**src/hdl/vmb_pkg.sv**
```systemverilog
// Shared constants and transaction types for the view matrix builder.
`timescale 1ns / 1ps
package vmb_pkg;

  localparam int COORD_W   = 32;
  localparam int FRAC_W    = 16;
  localparam int NORM_BITS = 30;

  localparam logic [1:0] ROW_RIGHT = 2'd0;
  localparam logic [1:0] ROW_UP    = 2'd1;
  localparam logic [1:0] ROW_DIR   = 2'd2;

  typedef struct packed {
    logic signed [COORD_W-1:0] camera_x;
    logic signed [COORD_W-1:0] camera_y;
    logic signed [COORD_W-1:0] camera_z;
    logic signed [COORD_W-1:0] target_x;
    logic signed [COORD_W-1:0] target_y;
    logic signed [COORD_W-1:0] target_z;
    logic signed [COORD_W-1:0] up_x;
    logic signed [COORD_W-1:0] up_y;
    logic signed [COORD_W-1:0] up_z;
  } item_t;

  typedef struct packed {
    logic [1:0]                row_index;
    logic signed [COORD_W-1:0] entry_0;
    logic signed [COORD_W-1:0] entry_1;
    logic signed [COORD_W-1:0] entry_2;
    logic signed [COORD_W-1:0] entry_3;
    logic                      last_row;
    logic                      degenerate;
  } row_t;

endpackage

```
**src/hdl/vmb_rows.sv**
```systemverilog
// Output register that hands out the three rows of one matrix in turn.
`timescale 1ns / 1ps
module vmb_rows #(
  parameter int COORD_WIDTH = vmb_pkg::COORD_W
) (
  input  logic                          clk,
  input  logic                          rst,
  input  logic                          load,
  input  logic signed [COORD_WIDTH-1:0] ent [0:2][0:3],
  input  logic                          dgn,
  output logic                          ready,
  output logic                          row_valid,
  input  logic                          row_stall,
  output vmb_pkg::row_t                 row
);

  localparam int OW = vmb_pkg::COORD_W;

  logic                          busy;
  logic [1:0]                    cnt;
  logic signed [COORD_WIDTH-1:0] hold [0:2][0:3];
  logic                          hold_dgn;

  assign ready     = !busy || (cnt == vmb_pkg::ROW_DIR && !row_stall);
  assign row_valid = busy;

  always_ff @(posedge clk) begin
    if (rst) begin
      busy <= 1'b0;
      cnt  <= vmb_pkg::ROW_RIGHT;
    end else if (load) begin
      busy <= 1'b1;
      cnt  <= vmb_pkg::ROW_RIGHT;
    end else if (busy && !row_stall) begin
      if (cnt == vmb_pkg::ROW_DIR) busy <= 1'b0;
      else cnt <= cnt + 2'd1;
    end
  end

  always_ff @(posedge clk) begin
    if (load) begin
      hold     <= ent;
      hold_dgn <= dgn;
    end
  end

  always_comb begin
    row.row_index  = cnt;
    row.entry_0    = OW'(hold[0][0]);
    row.entry_1    = OW'(hold[0][1]);
    row.entry_2    = OW'(hold[0][2]);
    row.entry_3    = OW'(hold[0][3]);
    case (cnt)
      vmb_pkg::ROW_UP: begin
        row.entry_0 = OW'(hold[1][0]);
        row.entry_1 = OW'(hold[1][1]);
        row.entry_2 = OW'(hold[1][2]);
        row.entry_3 = OW'(hold[1][3]);
      end
      vmb_pkg::ROW_DIR: begin
        row.entry_0 = OW'(hold[2][0]);
        row.entry_1 = OW'(hold[2][1]);
        row.entry_2 = OW'(hold[2][2]);
        row.entry_3 = OW'(hold[2][3]);
      end
      default: begin
      end
    endcase
    row.last_row   = (cnt == vmb_pkg::ROW_DIR);
    row.degenerate = hold_dgn;
  end

endmodule

```
**config.mk**
```make
export PLATFORM = sky130hd
export DESIGN_NAME = vmb_rows
export DESIGN_NICKNAME = d
export VERILOG_FILES = /design/src/hdl/vmb_pkg.sv /design/src/hdl/vmb_rows.sv
export SDC_FILE = /design/constraint.sdc
export NUM_CORES = 1
export LEC_CHECK = 0
export BUFFER_PORTS_ARGS = -buffer_cell sky130_fd_sc_hd__buf_4
export CAP_MARGIN = 20
export CORE_AREA = 2 2 204 206
export CTS_CLUSTER_DIAMETER = 120
export CTS_CLUSTER_SIZE = 30
export DETAILED_ROUTE_END_ITERATION = 12
export DIE_AREA = 0 0 206 208
export GPL_TIMING_DRIVEN = 1
export HOLD_SLACK_MARGIN = 0.03
export PLACE_DENSITY_LB_ADDON = 0.12
export SETUP_SLACK_MARGIN = 0.5
export SLEW_MARGIN = 20
export SYNTH_ARGS = -nofsm -noshare
export SYNTH_HDL_FRONTEND = slang
export SYNTH_SLANG_ARGS = --single-unit
```
**constraint.sdc**
```tcl
create_clock -name clk -period 2.9 [get_ports clk]
set_input_delay 0.725 -clock clk [delete_from_list [all_inputs] [get_ports clk]]
set_output_delay 0.725 -clock clk [all_outputs]
set_load 0.05 [all_outputs]
```
==> impl_results.md, run 1 <==
* Outcome: finished clean
* Clock transition at the registers of the reported paths at 120 ps
* Flops & latches, synth at about 390
* DR iter-0 viols at 663
* Relative slew slack at between 70 and 80%
* Crit path capture type: primary output
* Final std cells w/o fill at approximately 2000
* CP required at 2170 ps
* Max stage delay on crit path at between 300 and 400 ps
* Worst path most repeated cell: buf_12
* Worst Setup Path Type: reg -> out
* Buf/Inv on CP at 5
* Detail Route Antenna Nets at 0
* Number of buffers created by CTS at 16
* Clock root buffer: clkbuf_16
* Layout cells sized above 1 at 58.8%
* R2r startpoint: cnt[0]
* Max FO, Critical Path at 19
* Worst clock skew at around 4.5 ps
* DR vias/cell at a little under 5
* First-pass GRT wire length at roughly 64 mm
* Avg WL per Cell at 25.1 µm
* Area leader, netlist: edfxtp_1
* NumNets Final at 1827
* Final setup violation count at 0
* PortBufs at ~520
* Register area share after synthesis at between 80% and 90%
* Final wirelength at about 49 mm
* Hold Path Stages at 1
* Cell count after synthesis at between 800 and 900
* Most frequent cell after synthesis: edfxtp_1
* H-tree levels at 1
* CTS Sinks at a little under 400
* PD cells at 537 mW/mm²
* Worst Tran Pin Value at 419 ps
* Worst hold path class: in -> reg
* Initial antenna violation count at 2
* Tmin final at 2800 ps
* Crit path depth at 7
* Worst reg2reg setup slack at around 860 ps
* Period utilisation layout at between 90 and 100%
* Fin. Hold Viols at 0
* Crit-path leading delay family: buffers and inverters
* Hold_sp: ent[211]
* Area of the mapped netlist at about 0.014 mm²
* Worst setup SP type: flip-flop
* Worst-path cell with the longest stage delay: dfxtp_4
* I/O pin cnt at roughly 520
* MaxCap Viol Count at 0
* Top cells by area, synth: edfxtp_1, a22oi_1, o21ai_0
* Syn avg cell area at 16.8 µm²
* Remaining DRCs at 0
* Worst r2r dst: cnt[1]
* Slack of the critical path at between 100 and 150 ps
* CP Cell Sequence: inv_4 > ha_4 > buf_12 > buf_12 > buf_16 > o21ai_2 > buf_6
* Clk Latency, worst-skew pair at approximately 530 ps
* Commonest cells post-synth: edfxtp_1, a22oi_1, nand2_1, o21ai_0, clkbuf_1
* Max Clock Freq at ~360 MHz
* Placer Congestion at between 0.8 and 0.9
* Total GRT Usage at 20.4%
* Total number of vias at around 9800
* Fillers at between 3000 and 4000
* Dpl ws at around 450 ps
* Critical path arrival at ~2100 ps
* Drt first pass iters at 5
* Path depth of the worst reg2reg path at 9
* Leakage at roughly 8.6 nW
* Die height at roughly 210 µm
* Largest net degree at the start of global routing at 65
* Clock buffer depth at 3
* Die W at 206 µm
* Area grow syn2layout at 59.2%
* Dpl cells at ~1900
* Post-DP HPWL at 29.8 mm
* Max Transition Viols Final at 0
* VDD IR-drop max at between 0.4 and 0.5 mV
* RSZ-0062 raised after global routing: true
* CTS tree: yes
* Core Region at 0.0406 mm²
* Top FF cell, synth: edfxtp_1
* Rows at 74
* Die area at between 0.04 and 0.05 mm²
* Hold EP: hold[211]
* Net Count, Synth at 1236
* Number of distinct library cells after synthesis at 19
* Vias in the first global route at ~9800
* Synth warn at 0
* Yosys top cell area share at 81.7%
* Total gr overflow at 0
* Asr flop ratio synth at 0%
* Post-synth EDFFs at 385
* Initial core utilization at a little over a third
timing repair:
item / 4_1_cts / 5_1_grt
endpoints found under the setup margin: 129 / 129
gates resized for setup: 169 / 271
cloned: 18 / 28
buffers inserted: 22 / 6
pin swaps: 6 / 36
hold buffers: 0 / 0
cell usage in the layout, fill, tap and decap left out:
cell type | netlist | final
nand2_1 | 128 | 91
nand2_4 | 0 | 26
inv_1 | 3 | 2
nor3b_4 | 1 | 1
a2111oi_2 | 1 | 1
o21ai_1 | 1 | 28
bufbuf_16 | 0 | 1
diode_2 | 0 | 2
inv_4 | 0 | 1
clkbuf_1 | 23 | 5
buf_12 | 0 | 19
edfxtp_1 | 385 | 385
buf_6 | 11 | 124
buf_4 | 3 | 421
nand2b_1 | 1 | 1
ha_4 | 0 | 2
o21ai_2 | 0 | 72
nand2_2 | 0 | 11
clkinv_1 | 0 | 1
dfxtp_4 | 0 | 2
ha_1 | 3 | 1
clkbuf_16 | 0 | 40
a21oi_1 | 1 | 1
o21ai_4 | 0 | 27
nor2_1 | 2 | 2
a22oi_1 | 128 | 72
buf_8 | 0 | 17
xnor2_1 | 1 | 1
nor3_1 | 1 | 1
dfxtp_1 | 3 | 1
o21ai_0 | 128 | 2
a22oi_2 | 0 | 56
buf_16 | 0 | 25
final cells by class:
class	instances	area [µm²]	share of cell area [%]
Inverter	3	13.8	0.0611
Antenna cell	2	5.00	0.0222
Multi-Input combinational cell	396	3290	14.6
Tap cell	532	666	2.95
Clock buffer	22	444	1.97
Clock inverter	1	3.75	0.0167
Timing Repair Buffer	630	6490	28.8
Sequential cell	388	11600	51.6
stage by stage:
| stage | area [µm²] | util, % | hold WS [ps] | total power, mW | setup TNS, ps |
|---|---|---|---|---|---|
| 4_1_cts | 20900 | 51.5 | 335 | 11.8 | 0 |
| 3_5_place_dp | 19200 | 47.3 | 563 | 8.89 | 0 |
| 5_1_grt | 22500 | 55.6 | 325 | 12.5 | 0 |
| 6_report | 22500 | 55.6 | 359 | 12.1 | 0 |
| 3_3_place_gp | 19200 | 47.3 | 554 | 8.86 | 0 |
| 2_1_floorplan | 14400 | - | 625 | 7.88 | -10640 |
worst register-to-register path: cells and delay by family (launching register included):
kind / cells / cell delay [ps]
AOI/OAI and AO/OA: 1 / 340
buffers and inverters: 5 / 610
DFF: 1 / 390
and+or+nand+nor: 2 / 370
adders and majority gates: 1 / 220
where the power goes:
part | total (mW) | switching (mW) | internal [mW] | leakage (nW)
clock | 2.74 | 1.65 | 1.09 | 0.217
combinational | 2.55 | 1.44 | 1.11 | 4.62
sequential | 6.81 | 0.158 | 6.65 | 3.79
logic make-up after synthesis:
group / Yosys count / synth area share [%]
flip-flops: 388 / 82.1
AO/OA/AOI/OAI: 259 / 11.5
AND/OR/NAND/NOR: 133 / 3.66
buffers and inverters: 60 / 2.43
adder cells (fa/ha/maj): 3 / 0.265
XOR/XNOR: 1 / 0.0619
metal layers:
layer	routed length, µm	GRT usage, %
met2	25000	35.2
met1	18900	24.2
met4	1080	5.02
met3	4490	7.16
met5	0	0
flip-flops by register name, summed over array words and instances, names as in the netlist:
| name | count |
|---|---|
| cnt | 2 |
| hold | 384 |
| hold_dgn | 1 |
| row_valid | 1 |
worst max path at each step:
stage           start       to
3_3_place_gp   cnt[0]  row[27]
4_1_cts        cnt[0]  row[43]
5_1_grt        cnt[0]  row[27]
2_1_floorplan  cnt[0]  row[12]
6_report       cnt[0]  row[29]
3_5_place_dp   cnt[0]  row[97]
Note: power is estimated with default switching activity, not from simulation.
==> run 2, diff against run 1 <==
--- a/config.mk
+++ b/config.mk
@@ -9,7 +9,7 @@
 export CAP_MARGIN = 20
 export CORE_AREA = 2 2 204 206
 export CTS_CLUSTER_DIAMETER = 120
-export CTS_CLUSTER_SIZE = 30
+export CTS_CLUSTER_SIZE = 20
 export DETAILED_ROUTE_END_ITERATION = 12
 export DIE_AREA = 0 0 206 208
 export GPL_TIMING_DRIVEN = 1
==> constraint.sdc (replaced) <==
create_clock -name clk -period 2.9 [get_ports clk]
set_input_delay 0.435 -clock clk [delete_from_list [all_inputs] [get_ports clk]]
set_output_delay 0.435 -clock clk [all_outputs]
set_load 0.05 [all_outputs]
==> run 2 against run 1 <==
  * Clock-buffer cell count is 9 higher
  * Highest routed layer unchanged
  * Clock skew decreased by 4.3 ps
  * First-iteration DRC count grew 18%
  * Clock power up 20%
  * Register-to-register slack better by 240 ps
  * Sequential power barely moved
  * Largest power group unchanged
  * Die area is the same
  * Via count grew 18%
==> impl_results.md, run 2 (same netlist as run 1, synthesis figures left out) <==
* Outcome: finished clean
* CP Cell Sequence: inv_4 > ha_4 > buf_4 > buf_12 > bufbuf_16 > o21ai_4 > buf_6
* Area grow syn2layout at 87.5%
* Final core area utilization at 65.4% (+9.9 points)
* Comb power frac at 23.6% (+2.5 points)
* CTS tree: yes
* Avg WL per Cell at 23.5 µm (-6.3%)
* Worst-path cell with the longest stage delay: dfxtp_4
* Final setup violation count at 0 (unchanged)
* First-pass GRT wire length at 72.3 mm (+13%)
* PortBufs at 522 (unchanged)
* Clock root buffer: clkbuf_16
* Largest Register: hold
* Worst hold path class: in -> reg
* Placer Congestion at 0.818 (+1.6%)
* Die height at 208 µm (unchanged)
* Vias in the first global route at 12100 (+24%)
* Finished Cell Area at 0.0265 mm² (+18%)
* Total gr overflow at 0 (unchanged)
* Tmin final at 2600 ps (-203 ps)
* Relative slew slack at 63.3% (-8.7 points)
* Clk Latency, worst-skew pair at 540 ps (about the same)
* Largest net degree at the start of global routing at 60 (-7.7%)
* Overall power at 13.2 mW (+9.3%)
* Max stage delay on crit path at 370 ps (-20 ps)
* Clock buffer depth at 3 (unchanged)
* Total GRT Usage at 22.6% (+2.1 points)
* Initial core utilization at 34.9% (unchanged)
* Post-DP Area at 0.0189 mm² (-1.5%)
* H-tree levels at 1 (unchanged)
* Dpl cells at 1865 (-0.53%)
* Core Region at 0.0406 mm² (unchanged)
* Min Hold Slack at 65.6 ps (-293 ps)
* Crit path capture type: primary output
* Most frequent cells in the layout: buf_4, edfxtp_1, dlygate4sd3_1, buf_6, nand2_1
* Multi-input logic area at 0.00359 mm² (+9.2%)
* VDD IR-drop max at 0.502 mV (+11%)
* Leakage at 10.3 nW (+19%)
* Fin. Hold Viols at 0 (unchanged)
* Detail Route Antenna Nets at 0 (unchanged)
* Worst setup SP type: flip-flop
* CP required at 2470 ps (+300 ps)
* Net Sw Power at 3.61 mW (+11%)
* Clock network fraction of design power at 24.8% (+2.1 points)
* Sw frac at 27.3% (+0.50 points)
* Clock transition at the registers of the reported paths at 80 ps (-40 ps)
* Int Pwr at 9.62 mW (+8.6%)
* Fillers at 2801 (-14%)
* Commonest non-fill, non-tap cell in the layout: buf_4
* Max FO, Critical Path at 7 (-12)
* Rows at 74 (unchanged)
* Worst clock skew at 0.231 ps (-4.29 ps)
* NumNets Final at 2169 (+19%)
* Sequential share of power at 51.6% (-4.7 points)
* Die area at 0.0428 mm² (unchanged)
* Drt first pass iters at 5 (unchanged)
* Setup TNS at 0 ps (unchanged)
* CTS Sinks at 388 (unchanged)
* I/O pin cnt at 523 (unchanged)
* Slack of the critical path at 304 ps (+203 ps)
* Dpl ws at 732 ps (+281 ps)
* Period utilisation layout at 89.5% (-7.0 points)
* Final std cells w/o fill at 2321 (+18%)
* Total number of vias at 11500 (+18%)
* Layout cells sized above 1 at 48.7% (-10 points)
* Post-DP HPWL at 28.7 mm (-3.8%)
* Worst Tran Pin Value at 550 ps (+131 ps)
* Max Transition Viols Final at 0 (unchanged)
* Largest register FFs at 384 (unchanged)
* DR vias/cell at 4.97 (about the same)
* Worst Setup Path Type: reg -> out
* Remaining DRCs at 0 (unchanged)
* Max Clock Freq at 385 MHz (+7.8%)
* DR iter-0 viols at 782 (+18%)
* Number of buffers created by CTS at 23 (+7)
* Largest registers: hold x384, cnt x2
* Initial antenna violation count at 4 (+2)
* PD cells at 498 mW/mm² (-7.1%)
* Die W at 206 µm (unchanged)
* Register area at 0.0116 mm² (unchanged)
* Critical path arrival at 2160 ps (+90 ps)
* MaxCap Viol Count at 0 (unchanged)
* RSZ-0062 raised after global routing: true
* Final wirelength at 54.5 mm (+10%)
run 2: cell type report:
class	instances	share of cell area, %
multi-input combinational	396	13.5
clock inverter	2	0.0943
clock buffer	31	2.28
inverter	3	0.0519
antenna	4	0.0377
sequential	388	43.8
timing repair buffer	965	37.7
tap	532	2.51
run 2: worst max-delay path, delay by kind of cell (launching register included):
family | cells | cell delay (ps)
DFF | 1 | 370
buffers and inverters | 5 | 810
AOI/OAI and AO/OA | 1 | 150
adders and majority gates | 1 | 270
run 2: final timing paths:
kind,from,endpoint,slack [ps],cells past startpoint
hold reg to reg,cnt[1],cnt[1],590,2
setup reg to reg,cnt[0],cnt[1],1100,8
hold / removal,ent[287],hold[287],70,1
setup / recovery,cnt[0],row[82],300,7
run 2: power groups by stage:
stage               combinational, mW  clock, mW  sequential (mW)
floorplan                       0.968          0             6.87
global placement                 1.91          0             6.89
detailed placement               1.93          0             6.90
CTS                              2.74       3.39             6.78
global route                     3.24       3.57             6.86
finish                           3.13       3.28             6.82
run 2: per-layer routing:
layer / GRT usage (%) / wire length, µm / vias to the layer above
met5: 0 / 0 / -
met4: 7.07 / 2030 / 0
met3: 3.87 / 3340 / 105
met1: 27.2 / 21000 / 5765
li1: - / - / 5176
met2: 40.7 / 28200 / 494
run 2: repair_timing:
action / in CTS / in global routing
setup endpoints to repair: 129 / 129
endpoints found under the hold margin: 336 / 0
pin swaps: 18 / 55
buffers inserted: 24 / 13
gates resized for setup: 246 / 333
cloned: 26 / 22
hold buffers: 334 / 0
==> run 3, diff against run 2 <==
--- a/config.mk
+++ b/config.mk
@@ -5,7 +5,8 @@
 export SDC_FILE = /design/constraint.sdc
 export NUM_CORES = 1
 export LEC_CHECK = 0
-export BUFFER_PORTS_ARGS = -buffer_cell sky130_fd_sc_hd__buf_4
+export ABC_AREA = 0
+export BUFFER_PORTS_ARGS = -buffer_cell sky130_fd_sc_hd__buf_2
 export CAP_MARGIN = 20
 export CORE_AREA = 2 2 204 206
 export CTS_CLUSTER_DIAMETER = 120
==> run 3 against run 2 <==
  * Final area shrank 18%
  * Power fell by 5.9%
  * Clock-buffer cell count up 1
  * Clock skew about the same
  * Worst hold slack worse by 12 ps
  * Maximum frequency is 3.2% higher
  * Register-to-register slack gained 140 ps
  * Final cell count shrank 13%
  * Via count is 14% lower
  * Global-route usage fell by 2.4 points
  * Sequential share of layout area up 9.5 points
  * Combinational power is 24% lower
  * Critical path type unchanged
  * Critical endpoint is now row[62]
  * Largest cell class unchanged
==> impl_results.md, run 3 (same netlist as run 1, synthesis figures left out) <==
* Crit-path leading delay family: buffers and inverters
* PD cells at 571 mW/mm² (+15%)
* CTS Sinks at 388 (unchanged)
* Number of buffers created by CTS at 23 (unchanged)
* Largest registers: hold x384, cnt x2
* Max Clock Freq at 397 MHz (+3.2%)
* R2r startpoint: cnt[0]
* Setup crit end: row[62]
* Leakage at 8.36 nW (-18%)
* Path depth of the worst reg2reg path at 7 (-1)
* Clock root buffer: clkbuf_16
* Fin. Hold Viols at 0 (unchanged)
* Dpl cells at 1874 (+0.48%)
* Final setup violation count at 0 (unchanged)
* Tmin final at 2520 ps (-80.0 ps)
* Worst setup path start: cnt[0]
* Die height at 208 µm (unchanged)
* Commonest non-fill, non-tap cell in the layout: buf_2
* RSZ-0062 raised after global routing: true
* Final std cells w/o fill at 2030 (-13%)
* Avg WL per Cell at 22.9 µm (-2.5%)
* Dpl ws at 491 ps (-241 ps)
* First-pass GRT wire length at 63.8 mm (-12%)
* NumNets Final at 1877 (-13%)
* Total number of vias at 9915 (-14%)
* Critical path arrival at 2080 ps (-80 ps)
* Post-DP HPWL at 29.1 mm (+1.5%)
* Worst setup SP type: flip-flop
* MaxCap Viol Count at 0 (unchanged)
* Area grow syn2layout at 54.0%
* Worst hold path class: in -> reg
* I/O pin cnt at 523 (unchanged)
* CP Cell Sequence: inv_2 > ha_4 > buf_8 > buf_16 > nand2_1 > o21ai_4 > buf_6
* Rows at 74 (unchanged)
* Die W at 206 µm (unchanged)
* Period utilisation layout at 86.7% (-2.8 points)
* Fillers at 3412 (+22%)
* Outcome: finished clean
* Relative slew slack at 62.9% (-0.47 points)
* Detail Route Antenna Nets at 0 (unchanged)
* Total gr overflow at 0 (unchanged)
* Initial antenna violation count at 10 (+6)
* Worst reg2reg setup slack at 1240 ps (+140 ps)
* Largest net degree at the start of global routing at 59 (-1.7%)
* Max Transition Viols Final at 0 (unchanged)
* Remaining DRCs at 0 (unchanged)
* Clock transition at the registers of the reported paths at 90 ps (about the same)
* Hold_sp: ent[170]
* VDD IR-drop max at 0.451 mV (-10%)
* Largest register FFs at 384 (unchanged)
* Buf/Inv on CP at 4 (-1)
* Worst r2r dst: cnt[1]
* Worst-path cell with the longest stage delay: dfxtp_4
* Total GRT Usage at 20.2% (-2.4 points)
* Drt first pass iters at 5 (unchanged)
* Worst Tran Pin Value at 557 ps (+6.98 ps)
* Min Hold Slack at 53.2 ps (-12.3 ps)
* H-tree levels at 1 (unchanged)
* Clock buffer depth at 3 (unchanged)
* Vias in the first global route at 9951 (-18%)
* Worst Setup Path Type: reg -> out
* CP required at 2470 ps (about the same)
* Most frequent cells in the layout: buf_2, edfxtp_1, nand2_1, buf_6, a22oi_2
* PortBufs at 522 (unchanged)
* Setup TNS at 0 ps (unchanged)
* Worst clock skew at 0.257 ps (+0.0254 ps)
* Crit path capture type: primary output
* Crit path depth at 7 (unchanged)
* DR iter-0 viols at 640 (-18%)
* Layout cells sized above 1 at 54.0% (+5.2 points)
* Initial core utilization at 34.9% (unchanged)
* Largest Register: hold
* Core Region at 0.0406 mm² (unchanged)
* Final wirelength at 46.5 mm (-15%)
* CTS tree: yes
* Slack of the critical path at 384 ps (+80.0 ps)
* DR vias/cell at 4.88 (-1.8%)
* Clk Latency, worst-skew pair at 540 ps (about the same)
* Die area at 0.0428 mm² (unchanged)
* Max stage delay on crit path at 360 ps (about the same)
* Placer Congestion at 0.821 (+0.33%)
* Max FO, Critical Path at 21 (+14)
[run 3: worst register-to-register path: cells and delay by family, from the launching register on]
family                     cells  cell delay [ps]
buffers and inverters          3              360
adders and majority gates      1              160
and+or+nand+nor                2              370
AOI/OAI and AO/OA              1              310
DFF                            1              360
[run 3: layer usage]
metal,wire length [µm],up-vias,part of all wire (%),GRT usage [%]
met5,62,-,0.13,0
met4,1340,10,2.9,5.02
met3,3440,74,7.4,5.18
met2,23600,359,51,35.3
met1,18000,4889,39,24.7
li1,-,4583,-,-
[run 3: final cells by class]
class                      count  area (µm²)  area share [%]
antenna                        5        12.5          0.0574
clock buffer                  32         609            2.80
multi-input combinational    396        3240            14.9
sequential                   388       11600            53.3
clock inverter                 1        16.3          0.0746
timing repair buffer         673        5620            25.8
inverter                       3        11.3          0.0517
tap                          532         666            3.05
[run 3: report_power, final]
group	internal [mW]	switching, mW
Clock	1.47	1.80
Sequential	6.65	0.159
Combinational	0.956	1.42
[run 3: how the worst min path moves through the flow]
stage / end / depth (start not counted)
floorplan: cnt[1] / 1
global placement: cnt[0] / 2
detailed placement: cnt[0] / 2
CTS: hold[53] / 1
global route: hold[138] / 1
finish: hold[170] / 1
[run 3: timing repair]
action                                  4_1_cts  5_1_grt
hold buffers                                 44       24
gates cloned                                 13       10
endpoints found under the hold margin        44       24
setup buffers                                21        6
endpoints found under the setup margin      129      129
pin swaps                                    20       56
gates resized for setup                     312      266
[run 3: through the flow]
step | instance area [µm²] | power (mW) | utilization, %
6_report | 21800 | 12.5 | 53.8
5_1_grt | 21800 | 12.9 | 53.7
4_1_cts | 20300 | 12.2 | 50.0
3_5_place_dp | 17700 | 8.58 | 43.5
3_3_place_gp | 17700 | 8.57 | 43.5
2_1_floorplan | 14200 | 7.84 | -
